`src/rtl/core/bpfa_pkg.sv`:
```
`timescale 1ns / 1ps

package bpfa_pkg;

  localparam int MAP_WORDS    = 2048;
  localparam int MAX_RUN      = 1024;
  localparam int PAGE_SHIFT   = 12;
  localparam int WORD_BITS    = 32;
  localparam int WIDX_W       = $clog2(MAP_WORDS);
  localparam int BIT_W        = $clog2(WORD_BITS);
  localparam int FIDX_W       = WIDX_W + BIT_W;
  localparam int FRAME_W      = FIDX_W + 1;
  localparam int ADDR_W       = 28;
  localparam int LEN_W        = 11;
  localparam int CFG_W        = 17;
  localparam int CFG_IDX_W    = 2;
  localparam logic [FRAME_W-1:0] TOTAL_FRAMES = FRAME_W'(MAP_WORDS * WORD_BITS);

  typedef enum logic [1:0] {
    REQ_LOW  = 2'd0,
    REQ_HIGH = 2'd1,
    REQ_RUN  = 2'd2,
    REQ_FREE = 2'd3
  } req_t;

  typedef enum logic [CFG_IDX_W-1:0] {
    CFG_FRAME_LIMIT = 2'd0,
    CFG_FIRST_FRAME = 2'd1
  } cfg_idx_t;

  typedef enum logic [3:0] {
    ST_CLR,
    ST_IDLE,
    ST_DISPATCH,
    ST_SCAN_RD,
    ST_SCAN_CHK,
    ST_RUN_RD,
    ST_RUN_BIT,
    ST_UPD_RD,
    ST_UPD_WR,
    ST_DONE
  } state_t;

  typedef struct packed {
    logic clr;
    logic load;
    logic scan_rd;
    logic scan_chk;
    logic run_rd;
    logic run_bit;
    logic upd_rd;
    logic upd_wr;
  } cmd_t;

  typedef struct packed {
    logic clr_last;
    req_t req;
    logic early;
    logic hit;
    logic scan_last;
    logic run_hit;
    logic run_stop;
    logic run_wrap;
    logic upd_last;
  } sts_t;

  // bits of word w that fall inside frames lo..last (inclusive)
  function automatic logic [WORD_BITS-1:0] word_mask(input logic [WIDX_W-1:0] w,
                                                     input logic [FIDX_W-1:0] lo,
                                                     input logic [FIDX_W-1:0] last);
    logic [WORD_BITS-1:0] m;
    logic [WORD_BITS-1:0] ones;
    ones = '1;
    m    = ones;
    if (w == lo[FIDX_W-1:BIT_W]) m = m & (ones << lo[BIT_W-1:0]);
    if (w == last[FIDX_W-1:BIT_W])
      m = m & (ones >> (BIT_W'(WORD_BITS - 1) - last[BIT_W-1:0]));
    return m;
  endfunction

endpackage

```
`src/rtl/core/bpfa_ctrl.sv`:
```
`timescale 1ns / 1ps

module bpfa_ctrl (
  input  logic            clk,
  input  logic            rst_n,
  input  logic            start,
  input  bpfa_pkg::sts_t  sts,
  output bpfa_pkg::cmd_t  cmd,
  output logic            busy,
  output logic            done
);

  bpfa_pkg::state_t state_r, state_nxt;

  always_ff @(posedge clk) begin
    if (!rst_n) state_r <= bpfa_pkg::ST_CLR;
    else        state_r <= state_nxt;
  end

  always_comb begin
    state_nxt = state_r;
    unique case (state_r)
      bpfa_pkg::ST_CLR:      if (sts.clr_last) state_nxt = bpfa_pkg::ST_IDLE;
      bpfa_pkg::ST_IDLE:     if (start) state_nxt = bpfa_pkg::ST_DISPATCH;
      bpfa_pkg::ST_DISPATCH: begin
        if (sts.early) state_nxt = bpfa_pkg::ST_DONE;
        else begin
          unique case (sts.req) inside
            bpfa_pkg::REQ_LOW, bpfa_pkg::REQ_HIGH: state_nxt = bpfa_pkg::ST_SCAN_RD;
            bpfa_pkg::REQ_RUN:  state_nxt = bpfa_pkg::ST_RUN_RD;
            default:            state_nxt = bpfa_pkg::ST_UPD_RD;
          endcase
        end
      end
      bpfa_pkg::ST_SCAN_RD:  state_nxt = bpfa_pkg::ST_SCAN_CHK;
      bpfa_pkg::ST_SCAN_CHK: begin
        if (sts.hit || sts.scan_last) state_nxt = bpfa_pkg::ST_DONE;
        else state_nxt = bpfa_pkg::ST_SCAN_RD;
      end
      bpfa_pkg::ST_RUN_RD:   state_nxt = bpfa_pkg::ST_RUN_BIT;
      bpfa_pkg::ST_RUN_BIT: begin
        if (sts.run_hit)       state_nxt = bpfa_pkg::ST_UPD_RD;
        else if (sts.run_stop) state_nxt = bpfa_pkg::ST_DONE;
        else if (sts.run_wrap) state_nxt = bpfa_pkg::ST_RUN_RD;
      end
      bpfa_pkg::ST_UPD_RD:   state_nxt = bpfa_pkg::ST_UPD_WR;
      bpfa_pkg::ST_UPD_WR: begin
        if (sts.upd_last) state_nxt = bpfa_pkg::ST_DONE;
        else state_nxt = bpfa_pkg::ST_UPD_RD;
      end
      bpfa_pkg::ST_DONE:     state_nxt = bpfa_pkg::ST_IDLE;
      default:               state_nxt = bpfa_pkg::ST_CLR;
    endcase
  end

  always_comb begin
    cmd          = '0;
    cmd.clr      = (state_r == bpfa_pkg::ST_CLR);
    cmd.load     = (state_r == bpfa_pkg::ST_IDLE) && start;
    cmd.scan_rd  = (state_r == bpfa_pkg::ST_SCAN_RD);
    cmd.scan_chk = (state_r == bpfa_pkg::ST_SCAN_CHK);
    cmd.run_rd   = (state_r == bpfa_pkg::ST_RUN_RD);
    cmd.run_bit  = (state_r == bpfa_pkg::ST_RUN_BIT);
    cmd.upd_rd   = (state_r == bpfa_pkg::ST_UPD_RD);
    cmd.upd_wr   = (state_r == bpfa_pkg::ST_UPD_WR);
    busy         = (state_r != bpfa_pkg::ST_IDLE);
    done         = (state_r == bpfa_pkg::ST_DONE);
  end

endmodule

```
`config.mk`:
```
export PLATFORM = sky130hd
export DESIGN_NAME = bpfa_ctrl
export DESIGN_NICKNAME = d
export VERILOG_FILES = /design/src/rtl/core/bpfa_pkg.sv /design/src/rtl/core/bpfa_ctrl.sv
export SDC_FILE = /design/constraint.sdc
export NUM_CORES = 1
export LEC_CHECK = 0
export CORE_AREA = 2 2 39 41
export DETAILED_ROUTE_END_ITERATION = 12
export DIE_AREA = 0 0 41 43
export DONT_BUFFER_PORTS = 1
export SYNTH_ARGS = -nofsm -noshare
export SYNTH_HDL_FRONTEND = slang
export SYNTH_SLANG_ARGS = --single-unit
export TNS_END_PERCENT = 20
```
`constraint.sdc`:
```
create_clock -name clk -period 1.3 [get_ports clk]
set_input_delay 0.065 -clock clk [delete_from_list [all_inputs] [get_ports clk]]
set_output_delay 0.065 -clock clk [all_outputs]
set_load 0.005 [all_outputs]
```
Yosys cells after proc, flatten, opt, wreduce, memory -nomap -nowiden
Cells that the tools add are included.

Memories kept: 0. Latch bits: 0. Flip-flop bits (word level): 4. RAM bits: 0. Word-level logic and storage cells: 32. ROM bits: 0. Output and inout port bits: 10.

Div/mod/pow operators: 0. Reduce and logical (&&, ||, !) cells: 6. Multiplexer cells: 10. Bitwise gates (word level): 0. Add/sub/neg operators: 0. Shifts and indexed selects: 0. Order comparisons: 0. Eq/ne operators: 15. Multiply operators: 0.

Operator list (number): case mux 4 bit (10 select lines) (1); two-way mux 4 bit (8); == test 4 x 3 -> 1 bit, second input constant (4); == test 4 x 2 -> 1 bit, second input constant (2); == test 4 bit, second input constant (2); case mux 3 bit (2 select lines) (1); == test 4 x 1 -> 1 bit, second input constant (1); zero test 4 bit (1); inequality test 2 bit, second input constant (2); inequality test 4 x 1 -> 1 bit, second input constant (1); inequality test 4 bit, second input constant (1); AND reduction 3 bit (1); == test 2 x 1 -> 1 bit, second input constant (1); == test 2 bit, second input constant (1); zero test 2 bit (1); OR reduction 2 bit (1); logical AND 1 bit (1); logical OR 1 bit (1).

Depth between registers and ports, before layout
Depth in word-level cells: 5. Gate-level depth with buffers: 6. Depth with buffers taken out: 4.

Worst setup path before layout
No wires, ideal clock.

Path type: register -> register. Start point: reg state_r[1]. End point: reg state_r[2]. Path slack: 0.154 ns. Path buffers: 2. Stages on the path, launching flop included: 6. Period minus slack after synthesis: 1.146 ns. Arrival time: 1.076 ns. Cells stage by stage: dfxtp_1 > buf_2 > buf_2 > a21oi_1 > a311o_1 > a21boi_1.

Cells in the longest elaborated chain, start to end: 3. Elaborated cells between the ends (all ways): 15.

Ends and longest elaborated chain: start, declared (RTL line bpfa_ctrl.sv:13) `bpfa_pkg::state_t state_r, state_nxt;`; start signal, assigned (RTL line bpfa_ctrl.sv:16) `if (!rst_n) state_r <= bpfa_pkg::ST_CLR;`; start signal, assigned (RTL line bpfa_ctrl.sv:17) `else state_r <= state_nxt;`; == test 4 x 3 -> 1 bit (tied with other cells) (RTL line bpfa_ctrl.sv:22) `unique case (state_r)`; inequality test 4 bit (no source line) / inequality test 2 bit (equally long branches); AND reduction 3 bit (no source line).

Several ways; a longest one is shown, not always the timed one. A chain may end at the register's enable or synchronous reset.

Worst setup path in the final report
Start point: reg state_r[3]. End point: out busy.

Cells in the longest elaborated chain, start to end: 1.

Ends and longest elaborated chain: inequality test 4 x 1 -> 1 bit (RTL line bpfa_ctrl.sv:66) `busy = (state_r != bpfa_pkg::ST_IDLE);`; end, declared (RTL line bpfa_ctrl.sv:9) `output logic busy,`.

No other way between the ends.

==> flow_summary.yaml <==
synthesis:
  synth_cell_type_count: 26
  postSynthCellCount: 62
  syn_area_um2: 409
  syn_nets: 75
  yosysSeqAreaShare_pct: 19.6
  yosysWarnings: 0
  ys_seq_elements: 4
  avgSynthCellArea_um2: 6.60
finish:
  utilization_pct: 47.1
  design_area_um2: 652
  area_growth_pct: 59.3
  largestRegisters: "state_r (4)"
  final_nets: 95
  largest_reg_flops: 4
  diodes: 0
  layout-drive-gt1-share_pct: 42.5
  final_cells: 96
  regMostFlops: "state_r"
route:
  viasPerCell: 5.44
  drt_drc_violations_left: 0
  antenna_left: 0
  wl_per_cell_um: 13.6
  drt_wl_total_um: 1300
  route.vias.total: 522
  drt_pass1_iterations: 4
  drtIter0Drc: 4
job:
  maxCapViolations: 0
sta:
  period_minus_slack_ns: 1.29
  fin_skew_ns: 0.00520
  slew_viol_final: 0
  min_period_over_period_pct: 99.2
  postLayoutSetupSlackWorst_ns: 0.0104
  grt_setup_unrepaired: "true"
  worst_pin_slew_ns: 0.250
  setup_viol: 0
  finalSetupTns_ns: 0
  relSlewSlack_pct: 83.2
  clock.fmax_ghz: 0.775
  hold_viol_final: 0
setup_path:
  worst_ep_arrival_time_ns: 1.22
  worst_path_max_delay_cell: "or3_4"
  critPathTopFamily: "simple AND/OR/NAND/NOR gates"
  critical_path_required_ns: 1.24
  worst_setup_path_end_kind: "output pin"
  path_buf_inv: 2
  crit_path_max_incr_delay_ns: 0.39
  start_kind: "flop"
  crit_chain: "buf_6 -> or3_4 -> buf_6"
  critPathMostFrequentCell: "buf_6"
  crit_fanout: 8
  criticalPathCategory: "flop to output pin"
pwr:
  p_int_mw: 0.492
  cellPowerDensity_nw_per_um2: 1190
  netSwitchingFraction_pct: 36.5
  ir_drop_v: 0.000404
  pwr-share-seq_pct: 23.0
  p_comb_share_pct: 55.2
  leakagePower_nw: 0.252
  p_sw_mw: 0.283
  clock_power_share_pct: 21.8
clock_tree:
  ctsHtreeMaxLevel: 1
  clockRootBuffer: "clkbuf_4"
  clk_latency_ns: 0.24
  cts_buffers: 3
  path_clk_slew_ns: 0.04
  cts_tree: "yes"
  clockBufferDepth: 2
  cts_sinks: 4
global_routing:
  grt_pass1_vias: 458
  grt_util_all_layers_pct: 14.8
  grt_max_degree: 11
  grt_pass1_wl_um: 1800
  antenna_found_initial: 0
  grt-ovfl-total: 0
floorplan:
  die_h_um: 43
  io_pins: 23
  rows: 14
  fp.coreArea_um2: 1380
  die_x_um: 41
  initial_utilization_pct: 29.6
  die_area_um2: 1760
placed_design:
  io_buffers: 0
  dp_slack_ns: 0.0102
  place_inst: 84
  placed_cell_area_um2: 484
  gp_congestion: 0.715
  hpwlAfterDp_um: 845
status:
  outcome: "finished, final reports clean"
min_path:
  holdCritPathClass: "input port to flop"
kinds of logic (layout without fill, tap and decap cells):
logic type	count (synthesis)	in the layout	share of synthesized area [%]
and+or+nand+nor	35	35	44.6
AOI/OAI and AO/OA	15	15	24.8
buffers and inverters	7	25	8.56
DFF	4	4	19.6
muxes	1	1	2.45
power by group through the flow:
stage                     combinational, mW  clock [mW]  sequential, mW
after global placement                0.277           0           0.182
after global routing                  0.470       0.178           0.181
after detailed placement              0.279           0           0.185
after floorplan                       0.209           0           0.159
final                                 0.428       0.169           0.178
after CTS                             0.360       0.171           0.177
area by class of cell:
type / instances / area, um2
Clock buffer: 3 / 22.5
Fill cell: 127 / 732
Inverter: 2 / 7.51
Multi-Input combinational cell: 51 / 345
Sequential cell: 4 / 92.6
Tap cell: 16 / 20.0
Timing Repair Buffer: 20 / 164
synth_stat cells, drive strengths merged:
master,count,area (um2)
buf,5,27.5
nand3b,1,7.51
nor4,4,25.0
o211ai,1,7.51
o32a,1,10.0
inv,1,3.75
dfxtp,4,80.1
a21boi,2,15.0
o21ai,2,10.0
a21oi,4,20.0
or2b,1,7.51
nand2,5,18.8
and2b,1,7.51
o21a,1,7.51
nand3,1,5.00
clkinv,1,3.75
or3,2,12.5
nor3,5,25.0
a311o,1,10.0
a31oi,2,12.5
nor2,8,30.0
nand2b,5,31.3
a2bb2oi,1,8.76
mux2i,1,10.0
nor2b,2,12.5
layer usage:
metal  part of all wire [%]  track usage, %  vias to the layer above
met2                     48            23.8                       23
met1                     45            18.0                      237
met5                      0               0                        -
met4                   0.31            8.00                        0
met3                    6.1            1.57                        2
li1                       -               -                      260
per-stage QoR:
stage,power (mW),hold slack [ns]
floorplan,0.369,0.181
detailed placement,0.464,0.196
finish,0.775,0.0307
global route,0.830,0.0640
global placement,0.459,0.191
CTS,0.708,0.0402
final timing paths:
| path | to | startpoint | slack (ns) | cells after the start |
|---|---|---|---|---|
| setup reg to reg | state_r[0] | state_r[1] | 0.05 | 6 |
| hold reg to reg | state_r[2] | state_r[3] | 0.67 | 3 |
| setup / recovery | busy | state_r[3] | 0.01 | 3 |
| hold / removal | state_r[2] | sts[8] | 0.03 | 2 |
what timing repair did:
item,in CTS,in global routing
buffers inserted,5,3
hold buffers,1,0
pin swaps,1,2
endpoints found under the setup margin,2,6
gates resized for setup,9,11
endpoints found under the hold margin,4,0
cell usage in the layout (no fill, tap or decap), types with 2 or more instances in the layout:
| master | n |
|---|---|
| buf_4 | 16 |
| nor2_1 | 7 |
| nand2_1 | 5 |
| nand2b_1 | 4 |
| nor3_1 | 4 |
| a21oi_1 | 3 |
| clkbuf_4 | 3 |
| buf_6 | 3 |
| dfxtp_4 | 3 |
| nor4_2 | 2 |
| nor2b_1 | 2 |
| a31oi_1 | 2 |
| o21ai_1 | 2 |
| a21boi_1 | 2 |
worst register-to-register path: stages (launching register included):
cell     delay, ns
dfxtp_4       0.34
buf_6         0.13
buf_4         0.13
nor3_1        0.20
a21oi_2       0.11
a31oi_1       0.18
nor2b_1       0.06
No activity file was read; power rests on OpenSTA's default activity.
